### src/rtl/core/bayes_question_selector_assert.svh
// ----------------------------------------------------------------------------
// Assertion macros for the question selector
// Implication checks on a clock with an active-low reset.
// ----------------------------------------------------------------------------
`ifndef BAYES_QUESTION_SELECTOR_ASSERT_SVH
`define BAYES_QUESTION_SELECTOR_ASSERT_SVH
`ifndef ASSERT_OFF
`define ASSERT_SAME(label, clk, rst_n, a, c) \
    label: assert property (@(posedge clk) disable iff (!rst_n) (a) |-> (c)) \
        else $error("assertion failed");
`define ASSERT_NEXT(label, clk, rst_n, a, c) \
    label: assert property (@(posedge clk) disable iff (!rst_n) (a) |=> (c)) \
        else $error("assertion failed");
`else
`define ASSERT_SAME(label, clk, rst_n, a, c)
`define ASSERT_NEXT(label, clk, rst_n, a, c)
`endif
`endif

### src/rtl/core/bqs_ram.sv
// ----------------------------------------------------------------------------
// Generic RAM
// One write port and one read port with registered read data.
// ----------------------------------------------------------------------------
`default_nettype none
module bqs_ram #(
    parameter int WIDTH = 8,
    parameter int DEPTH = 16
) (
    input  wire logic                     clk,
    input  wire logic                     we,
    input  wire logic [$clog2(DEPTH)-1:0] waddr,
    input  wire logic [WIDTH-1:0]         wdata,
    input  wire logic [$clog2(DEPTH)-1:0] raddr,
    output logic      [WIDTH-1:0]         rdata
);
    logic [WIDTH-1:0] mem [DEPTH];

    always_ff @(posedge clk)
    begin
        if (we)
        begin
            mem[waddr] <= wdata;
        end
        rdata <= mem[raddr];
    end
endmodule
`default_nettype wire

### config.mk
export PLATFORM = sky130hd
export DESIGN_NAME = bqs_ram
export DESIGN_NICKNAME = d
export VERILOG_FILES = /design/src/rtl/core/bayes_question_selector_assert.svh /design/src/rtl/core/bqs_ram.sv
export SDC_FILE = /design/constraint.sdc
export NUM_CORES = 1
export LEC_CHECK = 0
export BUFFER_PORTS_ARGS = -buffer_cell sky130_fd_sc_hd__clkbuf_2
export CORE_MARGIN = 8
export CORE_UTILIZATION = 50
export DETAILED_ROUTE_END_ITERATION = 8
export GPL_TIMING_DRIVEN = 0
export PLACE_DENSITY = 0.67
export SETUP_SLACK_MARGIN = 0.1
export SYNTH_ARGS = -nofsm -noshare
export SYNTH_HDL_FRONTEND = slang
export SYNTH_SLANG_ARGS = --single-unit
### constraint.sdc
create_clock -name clk -period 4.8 [get_ports clk]
set_input_delay 0.96 -clock clk [delete_from_list [all_inputs] [get_ports clk]]
set_output_delay 0.96 -clock clk [all_outputs]
set_load 0.03 [all_outputs]
* Word level (Yosys, flattened, before mapping) *
Memory sizes are Yosys's and may differ from the RTL's. A register that Yosys moved wholly into a read port is not among the register bits.
Index checks and enable logic that the tools add are counted.

storage, ports and cells
  flip-flop bits (word level) = 0
  bits in writable memories = 128
  input bits = 18
  logic and storage cells = 3
  memories kept = 1

memory list
  name  depth  bits a word  read ports  clocked after Yosys merged registers in  wr ports  line           RTL
  mem   16     8            1           1                                        1         bqs_ram.sv:17  logic [WIDTH-1:0] mem [DEPTH];

cells by class
  multiplexer cells = 2

operators by type and width
  operator           count
  1-bit two-way mux  2

* Longest topological paths before layout *
  word-level depth = 2
  depth in mapped cells = 5

* Worst setup path before layout *
OpenSTA, ideal clock, no wires.

  path kind = input -> register
  from = input port waddr[2]
  to = memory mem[0][0], enable pin
  setup time = 0.383 ns
  arrival = 2.070 ns
  data required time = 4.417 ns
  slack = 2.347 ns
  stages on the path = 2
  cells stage by stage = or3b_2 > nor3_1

RTL lines
  what             line           RTL
  start, declared  bqs_ram.sv:12  input wire logic [$clog2(DEPTH)-1:0] waddr,
  end, declared    bqs_ram.sv:17

No word-level cell before the write port.

* Worst setup path after layout *
  from = input port waddr[2]
  to = memory mem[2][3], enable pin

No word-level cell before the write port.

==> flow_summary.yaml <==
floorplanning:
  die_h_um: 117
  die_area_mm2: 0.0138
  rows: 37
  start_util_pct: 50.8
  ioPinCount: 26
  core_area_mm2: 0.0101
  dieWidth_um: 117
timing:
  slew_headroom_pct: 35.2
  max_freq_mhz: 454
  fin_skew_ns: 0.0109
  rsz0062_at_grt: "false"
  fin_crit_ns: 2.20
  finalHoldViolations: 0
  report.final.setup_viol: 0
  tightest_slew_ns: 0.968
  drv_slew: 0
  finalCritPeriodShare_pct: 45.9
  holdWs_ns: 0.675
  setup_tns_ns: 0
yosys:
  synthTopCellsByArea: "edfxtp_1, mux4_2, mux4_1"
  syn_avg_cell_area_um2: 22.5
  synth_nets: 247
  synth_top_area_share_pct: 74.7
  syn_inst: 229
  ys_warn_count: 0
  ys_seq_area_share_pct: 77.8
  synth_flop_cell: "edfxtp_1"
  netlist.top_cell.by_area: "edfxtp_1"
  synth-seq-cells: 136
  synthArstFlopShare_pct: 0
  synth_edf_count: 128
  synth_cell_types: 19
  syn_area_mm2: 0.00515
setup_path:
  crit_type: "in -> reg"
  path_buf_inv: 1
  cp-end-kind: "register"
  critPathSlowestCell: "nor2_1"
  path_max_fanout: 8
  arrival_ns: 2.33
  path_delay_family: "simple AND/OR/NAND/NOR gates"
  critPathMaxStageDelay_ns: 0.74
  cp-start-kind: "input pin"
  path_cells: "clkbuf_2 -> or3b_2 -> nor2_1"
  crit_required_ns: 4.93
clock_network:
  cts_root_buf: "clkbuf_8"
  cts-resized-gates: 0
  cts_tree: "built"
  clk_path_buf_depth: 2
  clock_sinks: 136
  numCtsBuffers: 17
  clk_pin_slew_worst_paths_ns: 0.06
  post_cts.repair.setup_buffers: 0
  clock_latency_ns: 0.51
  hold_buffers: 0
  h-tree-depth: 4
finish:
  design_area_mm2: 0.00607
  fillers: 705
  drive_gt1_share_pct: 30.4
  nets: 291
  finalCoreUtilization_pct: 59.9
  diodes: 0
  area_growth_pct: 18.0
placed_design:
  place_area_mm2: 0.00544
  portBuffers: 24
  gp_congestion: 0.730
  hpwl_um: 6030
detailed_routing:
  ant_nets: 0
  drc: 0
  drt_iter0_drc: 236
  firstDrtPassIters: 5
  routedWlPerCell_um: 23.5
  vias_per_cell: 5.68
  vias: 2396
  finalWirelength_um: 9920
run:
  maxCapViolations: 0
hold_path:
  hp-class: "reg -> reg"
global_routing:
  busiest_layer: "met2"
  antenna_found_initial: 0
  grt_first_pass_wirelength_um: 15000
  use_met2_pct: 24.2
  overflow: 0
  use_met3_pct: 4.65
  grt_pass1_vias: 2621
  grt_usage_pct: 15.0
  grt_max_degree: 17
  met1_usage_pct: 18.7
pwr:
  p_total_mw: 2.81
  ir_drop_v: 0.000260
  power_density_mw_per_mm2: 463
  leakagePower_nw: 2.05
outcome:
  status: "finished clean"
-- cell usage after synthesis, types with 2 or more instances --
| library cell | instances |
|---|---|
| mux4_1 | 14 |
| nor3_1 | 4 |
| clkdlybuf4s25_2 | 3 |
| dfxtp_1 | 8 |
| a22oi_1 | 16 |
| nand2b_1 | 2 |
| nand2_1 | 9 |
| nor2_1 | 13 |
| nand3b_1 | 2 |
| mux4_2 | 18 |
| buf_2 | 3 |
| edfxtp_1 | 128 |
| buf_6 | 3 |
-- flip-flops by register name, summed over array words and instances, names as in the netlist --
| name | count |
|---|---|
| mem | 128 |
| rdata | 8 |
-- power by group --
part           internal, mW  leakage [nW]  switching (mW)
sequential             1.33          1.22         0.00637
clock                 0.848         0.294           0.490
combinational        0.0525         0.528          0.0859
-- layout by cell type (no fill, tap or decap) --
master and instances:
a22oi_1 16, and2_1 1, and2b_1 1, buf_2 4
buf_4 1, buf_6 3, bufinv_16 4, clkbuf_1 1
clkbuf_16 16, clkbuf_2 24, clkbuf_8 1, clkdlybuf4s25_2 3
clkinv_1 1, clkinv_2 1, clkinv_4 3, clkinvlp_4 2
dfxtp_1 8, edfxtp_1 128, inv_6 3, mux4_1 14
mux4_2 18, nand2_1 9, nand2b_1 2, nand3_1 1
nand3b_1 2, nor2_1 13, nor2b_1 1, nor3_1 1
nor3_2 3, or3b_2 1
-- path summary, 6_finish.rpt --
| kind | startpoint | to | slack, ns | cells after the start |
|---|---|---|---|---|
| setup / recovery | waddr[2] | mem[2][3] | 2.60 | 3 |
| hold / removal | mem[15][3] | rdata[3] | 0.67 | 3 |
| setup reg to reg | mem[11][0] | rdata[0] | 3.42 | 3 |
| hold reg to reg | mem[15][3] | rdata[3] | 0.67 | 3 |
-- final cells by class --
| class | count | area (um^2) | area share (%) |
|---|---|---|---|
| plain buffers | 10 | 86.3 | 1.42 |
| repair buffers | 25 | 125 | 2.06 |
| well taps | 136 | 170 | 2.80 |
| multi-input cells | 83 | 1070 | 17.7 |
| flip-flops and latches | 136 | 4000 | 65.9 |
| clock buffers | 18 | 418 | 6.88 |
| clock inverters | 14 | 196 | 3.24 |
-- metal layers --
metal | wire length [um] | vias to the layer above
li1 | - | 1063
met1 | 4170 | 1226
met2 | 5070 | 100
met3 | 596 | 7
met4 | 80 | 0
met5 | 0 | -
-- worst register-to-register path: stages (launching register included) --
cell      delay (ns)
edfxtp_1        0.37
mux4_2          0.47
a22oi_1         0.27
nand2_1         0.13
-- metrics by stage --
step	worst slack [ns]	cells
finish	2.60	422
global route	2.51	422
CTS	2.27	421
detailed placement	1.73	389
global placement	1.72	389
floorplan	2.35	229
-- kinds of logic (layout without fill, tap and decap cells) --
family                 after synthesis  count (layout)  share of synthesized area, %
AOI/OAI and AO/OA                   16              16                          2.33
muxes                               32              32                          15.0
buffers and inverters               10              67                          1.68
DFF                                136             136                          77.8
and+or+nand+nor                     35              35                          3.18
Power figures use the tool's default switching activity.
