[src/rtl/core/bayes_question_selector_assert.svh]
// ----------------------------------------------------------------------------
// Assertion macros for the question selector
// Implication checks on a clock with an active-low reset.
// ----------------------------------------------------------------------------
`ifndef BAYES_QUESTION_SELECTOR_ASSERT_SVH
`define BAYES_QUESTION_SELECTOR_ASSERT_SVH
`ifndef ASSERT_OFF
`define ASSERT_SAME(label, clk, rst_n, a, c) \
    label: assert property (@(posedge clk) disable iff (!rst_n) (a) |-> (c)) \
        else $error("assertion failed");
`define ASSERT_NEXT(label, clk, rst_n, a, c) \
    label: assert property (@(posedge clk) disable iff (!rst_n) (a) |=> (c)) \
        else $error("assertion failed");
`else
`define ASSERT_SAME(label, clk, rst_n, a, c)
`define ASSERT_NEXT(label, clk, rst_n, a, c)
`endif
`endif

[src/rtl/core/bqs_pkg.sv]
// ----------------------------------------------------------------------------
// Question selector package
// Widths, codes and shared constants of the question selector.
// ----------------------------------------------------------------------------
`default_nettype none
package bqs_pkg;
    localparam int PROB_W    = 16;
    localparam int HYP_N     = 16;
    localparam int Q_N       = 32;
    localparam int HYP_IW    = 4;
    localparam int Q_IW      = 5;
    localparam int SCORE_W   = 21;
    localparam int DIV_W     = 34;
    localparam int QUO_W     = PROB_W + 1;
    localparam int EV_W      = 2 * PROB_W + 1;
    localparam int EV_DEPTH  = HYP_N * Q_N;
    localparam logic [SCORE_W-1:0] SCORE_MAX = {SCORE_W{1'b1}};
    localparam logic [QUO_W-1:0] PROB_ONE = {1'b1, {PROB_W{1'b0}}};

    typedef enum logic [2:0] {
        OP_LOAD_PRIOR = 3'd0,
        OP_LOAD_EVID  = 3'd1,
        OP_START      = 3'd2,
        OP_ANSWER     = 3'd3,
        OP_STOP       = 3'd4,
        OP_READ_PRIOR = 3'd5
    } op_t;

    typedef enum logic [1:0] {
        STAT_OK      = 2'd0,
        STAT_IGNORED = 2'd1,
        STAT_RANGE   = 2'd2
    } status_t;
endpackage
`default_nettype wire

[src/rtl/core/bqs_div.sv]
// ----------------------------------------------------------------------------
// Restoring divider
// Computes dividend * 2^16 / divisor, one quotient bit per cycle; the
// dividend must not exceed the divisor.
// ----------------------------------------------------------------------------
`default_nettype none
module bqs_div (
    input  wire logic                      clk,
    input  wire logic                      rst_n,
    input  wire logic                      start,
    input  wire logic [bqs_pkg::DIV_W-1:0] dividend,
    input  wire logic [bqs_pkg::DIV_W-1:0] divisor,
    output logic                           done,
    output logic      [bqs_pkg::QUO_W-1:0] quotient
);
    import bqs_pkg::*;

    localparam int CNT_W = $clog2(QUO_W);

    logic [DIV_W:0]   rem_reg;
    logic [DIV_W-1:0] den_reg;
    logic [QUO_W-1:0] quo_reg;
    logic [CNT_W-1:0] cnt_reg;
    logic             busy_reg;
    logic             done_reg;
    logic             ge;
    logic [DIV_W:0]   diff;

    assign ge       = rem_reg >= {1'b0, den_reg};
    assign diff     = ge ? rem_reg - {1'b0, den_reg} : rem_reg;
    assign done     = done_reg;
    assign quotient = quo_reg;

    always_ff @(posedge clk or negedge rst_n)
    begin
        if (!rst_n)
        begin
            busy_reg <= 1'b0;
            done_reg <= 1'b0;
            cnt_reg  <= '0;
        end
        else
        begin
            done_reg <= 1'b0;
            if (start)
            begin
                rem_reg  <= {1'b0, dividend};
                den_reg  <= divisor;
                cnt_reg  <= '0;
                busy_reg <= 1'b1;
            end
            else if (busy_reg)
            begin
                rem_reg <= {diff[DIV_W-1:0], 1'b0};
                quo_reg <= {quo_reg[QUO_W-2:0], ge};
                cnt_reg <= cnt_reg + 1'b1;
                if (cnt_reg == CNT_W'(QUO_W - 1))
                begin
                    busy_reg <= 1'b0;
                    done_reg <= 1'b1;
                end
            end
        end
    end
endmodule
`default_nettype wire

[config.mk]
export PLATFORM = sky130hd
export DESIGN_NAME = bqs_div
export DESIGN_NICKNAME = d
export VERILOG_FILES = /design/src/rtl/core/bayes_question_selector_assert.svh /design/src/rtl/core/bqs_pkg.sv /design/src/rtl/core/bqs_div.sv
export SDC_FILE = /design/constraint.sdc
export NUM_CORES = 1
export LEC_CHECK = 0
export ABC_AREA = 1
export ABC_CLOCK_PERIOD_IN_PS = 4700
export BUFFER_PORTS_ARGS = -buffer_cell sky130_fd_sc_hd__buf_2
export CAP_MARGIN = 20
export CORE_MARGIN = 3
export CORE_UTILIZATION = 63
export DETAILED_ROUTE_END_ITERATION = 10
export PLACE_DENSITY = 0.86
export SETUP_SLACK_MARGIN = 0.3
export SLEW_MARGIN = 5
export SYNTH_ARGS = -nofsm -noshare
export SYNTH_HDL_FRONTEND = slang
export SYNTH_SLANG_ARGS = --single-unit
[constraint.sdc]
create_clock -name clk -period 4.7 [get_ports clk]
set_input_delay 0.235 -clock clk [delete_from_list [all_inputs] [get_ports clk]]
set_output_delay 0.235 -clock clk [all_outputs]
set_load 0.005 [all_outputs]
### Word level (Yosys, flattened, before mapping)

Cells that the tools add are included.

* register bits: 93
* output and inout port bits: 18
* input port bits: 71

* reductions and logical operators: 4
* equal/unequal tests: 1
* add/sub/neg operators: 2
* multiplexer cells: 11
* $lt $le $gt $ge: 1
* bitwise logic cells: 1

Operators with widths (number)
* two-way mux 34 bit: 2
* greater-or-equal comparator 35 x 34 -> 1 bit: 1
* two-way mux 35 bit: 1
* subtractor 34 bit: 1
* two-way mux 5 bit: 2
* two-way mux 1 bit: 6
* adder 5 x 1 -> 5 bit (second input constant): 1
* == test 5 bit (second input constant): 1
* AND reduction 2 bit: 2
* AND reduction 3 bit: 1
* nonzero test 2 bit: 1
* NOT 1 bit: 1

### Logic depth before layout (Yosys ltp)

* word-level depth: 4
* gate-level depth with buffers: 16
* mapped depth without buffers: 16

### Least setup slack after synthesis

Ideal clock, no wire load.

* path type: input -> register
* start: input port start
* end: register rem_reg[0] (enable)
* required time: 4.275 ns
* arrival time: 2.062 ns
* path slack: 2.213 ns
* library setup time: 0.425 ns
* stages on the path: 3
* path through: clkbuf_1 nor2_1 nor2_1

* longest elaborated chain between the ends: 2

RTL lines
* from (decl): line bqs_div.sv:10 `input wire logic start,`
* nonzero test 2 bit (no source line)
* AND reduction 2 bit (no source line)
* to (signal assigned): line bqs_div.sv:47 `rem_reg <= {1'b0, dividend};`
* to (signal assigned): line bqs_div.sv:54 `rem_reg <= {diff[DIV_W-1:0], 1'b0};`
* to (decl): line bqs_div.sv:20 `logic [DIV_W:0] rem_reg;`

No other way between the ends.
A chain may end at the register's enable or synchronous reset.

### Final worst setup path

* start: register rem_reg[32]
* end: register rem_reg[16], data pin

* longest elaborated chain between the ends: 4

RTL lines
* greater-or-equal comparator 35 x 34 -> 1 bit: line bqs_div.sv:29 `assign ge = rem_reg >= {1'b0, den_reg};`
* two-way mux 34 bit: line bqs_div.sv:30 `assign diff = ge ? rem_reg - {1'b0, den_reg} : rem_reg;`
* two-way mux 35 bit: line bqs_div.sv:52 `else if (busy_reg)`
* two-way mux 34 bit: line bqs_div.sv:45 `if (start)`

No other way between the ends. The select of a mux whose other input is x is not followed.

==> run metrics <==
synthesized cell area 6410 sq um; Post-synth EDFFs 86; Longest Clk Path Bufs 2; GRT Util Overall 30.0%; core box area 9820 sq um; Critical Path Max Stage Delay 0.51 ns; Final nets 1027; post-route ant nets 0; Yosys reg bits 93; share of cells above drive strength 1 15.3%; slowest stage cell on the critical path a21oi_4; # diodes 0; vias per cell 5.37; CTS buffer count 9; DRT iter0 DRCs 434; crit path kind reg2reg; Worst Tran Pin Value 0.990 ns; Worst setup EP type register; total grt overflow 0; final worst path period need 2.89 ns; DR WL/cell 15.5 um; worst path cell trace ha_1 -> inv_1 -> o21bai_1 -> a21oi_1 -> o21ai_0 -> a21oi_4 -> nand2_8 -> nor2_1 -> o21ai_1; setup tns final 0 ns; antenna violations before repair 0; Power Density 341 nW/um^2; cts repair resizes 0; Avg Synthesized Cell Area 7.76 sq um; vias in the first global route 5411; port bufs 88; timing endpoint of the critical path rem_reg[16]$_DFFE_PP_; # setup viols final 0; CP startpoint rem_reg[32]$_DFFE_PP_; clk_skew 0.0173 ns; Top Family by Delay on Critical Path compound AO/OA/AOI/OAI gates; RR Endpoint rem_reg[16]$_DFFE_PP_; Critical Path AT 3.02 ns; post-synth cell types 38; total number of vias 5674; htree depth 3; final hold violations 0; commonest non-fill, non-tap cells in the layout nand2_1, inv_1, buf_2; width of the die 107 um; Slew HR 34.0%; Synth Warn # 0; worst path bufs/invs 1; highest clock rate 347 MHz; CTS sink count 93; Max-Cap Viols 0; reg2reg path depth 9; first-pass GRT wire length 26500 um; Die Span Y 107 um; Post-Synthesis Cells 826; CP Data Required Time 4.84 ns; Slew Limit Fails 0; starting density of the core 65.3%; GP Congestion 0.943; RSZ-0062 raised after global routing false; sequential share of the synthesized area 43.0%; post-DP HPWL 12500 um; status complete, no violations; worst-path fanout max 53; Clock Pin Slew Worst Setup and Hold Paths 0.10 ns; top_reg_cell synth edfxtp_1; I/O pin cnt 89; First-pass DRT Iterations 6; worst hold path type in2reg; Final Power 2.46 mW; Crit path depth 9; CTS tree yes; Die ar. 11400 sq um; Area Overhead vs Synth 12.2%; row count 36; Max VDD drop 0.321 mV; Post-synth ARST share 7.53%; Final Routed Wirelength 16400 um; worst skew pair latency 0.39 ns; r2r setup slk 1.81 ns; commonest non-fill, non-tap cell in the layout nand2_1; largest net degree at the start of global routing 54; crit share post-route 61.4%; leakage 3.59 nW; Synth Net Count 934; root buffer cell clkbuf_8; DRC 0; Critical Path Source Type register; Reg-to-Reg Start rem_reg[32]$_DFFE_PP_; max reg flops 35
-- cell type report --
| class | instances | area (sq um) |
|---|---|---|
| multi-input combinational | 585 | 3060 |
| inverter | 134 | 503 |
| tap | 133 | 166 |
| clock buffer | 10 | 128 |
| clock inverter | 6 | 70.1 |
| timing repair buffer | 96 | 510 |
| fill | 808 | 2620 |
| sequential | 93 | 2760 |
-- metrics by stage --
stage | instance area, sq um | worst slack [ns] | util (%) | hold WS, ns | cells
3_3_place_gp | 6960 | 1.95 | 70.9 | 0.0968 | 1037
4_1_cts | 7180 | 1.88 | 73.1 | 0.000573 | 1055
3_5_place_dp | 6960 | 1.90 | 70.9 | 0.0979 | 1037
6_report | 7200 | 1.81 | 73.3 | 0.0156 | 1057
2_1_floorplan | 6410 | 2.21 | - | -0.0606 | 826
5_1_grt | 7200 | 1.68 | 73.3 | 0.000223 | 1057
-- per-layer routing --
| layer | track usage, % | vias to the layer above | share of wire, % |
|---|---|---|---|
| met5 | 0 | - | 0 |
| li1 | - | 2830 | - |
| met1 | 42.8 | 2588 | 46 |
| met4 | 9.77 | 0 | 1.8 |
| met2 | 46.0 | 231 | 45 |
| met3 | 6.32 | 25 | 7.5 |
-- how the worst min path moves through the flow --
| stage | startpoint | endpoint | slack (ns) | cells after the start |
|---|---|---|---|---|
| CTS | divisor[6] | den_reg[6]$_DFFE_PP_ | 0.0006 | 1 |
| detailed placement | rst_n | cnt_reg[3]$_DFFE_PN0N_ | 0.1 | 1 |
| global placement | rst_n | cnt_reg[1]$_DFFE_PN0N_ | 0.1 | 1 |
| finish | divisor[24] | den_reg[24]$_DFFE_PP_ | 0.02 | 1 |
| global route | divisor[24] | den_reg[24]$_DFFE_PP_ | 0.0002 | 1 |
| floorplan | rst_n | busy_reg$_DFF_PN0_ | -0.06 | 0 |
-- synthesized netlist by cell type (4+ instances only) --
master	count	area, sq um
a21oi_1	30	150
buf_6	4	45.0
clkbuf_1	6	22.5
dfrtp_1	7	175
edfxtp_1	86	2580
ha_1	36	450
inv_1	131	492
nand2_1	278	1040
nand2_2	5	31.3
nand3_1	47	235
nand3_2	7	70.1
nand3b_1	18	135
nor2_1	74	278
nor2_2	4	25.0
nor3_1	9	45.0
o21ai_0	16	80.1
o21ai_1	17	85.1
o21bai_1	5	37.5
xnor2_1	14	123
-- kinds of logic after synthesis --
| family | Yosys count | share of synthesized area (%) |
|---|---|---|
| simple gates | 453 | 31.1 |
| buf+inv | 148 | 9.35 |
| xor+xnor | 17 | 2.32 |
| compound gates | 78 | 6.93 |
| flops | 93 | 43.0 |
| fa+ha+maj | 37 | 7.34 |
-- where the power goes --
part	leakage [nW]	internal [mW]	switching, mW
clock network	0.102	0.252	0.297
logic	2.57	0.315	0.566
registers	0.915	0.993	0.0341
total	3.59	1.56	0.897
-- worst reg2reg max path, stage by stage, from the launching register on --
cell and delay (ns):
edfxtp_1 0.40, ha_1 0.41, inv_1 0.11, o21bai_1 0.10, a21oi_1 0.15, o21ai_0 0.18, a21oi_4 0.52, nand2_8 0.34
nor2_1 0.33, o21ai_1 0.12
-- timing repair --
action                                 4_1_cts  5_1_grt
endpoints found under the hold margin        8        2
hold buffers                                 2        2
buffers inserted                             0        0
Note: power is estimated with default switching activity, not from simulation.
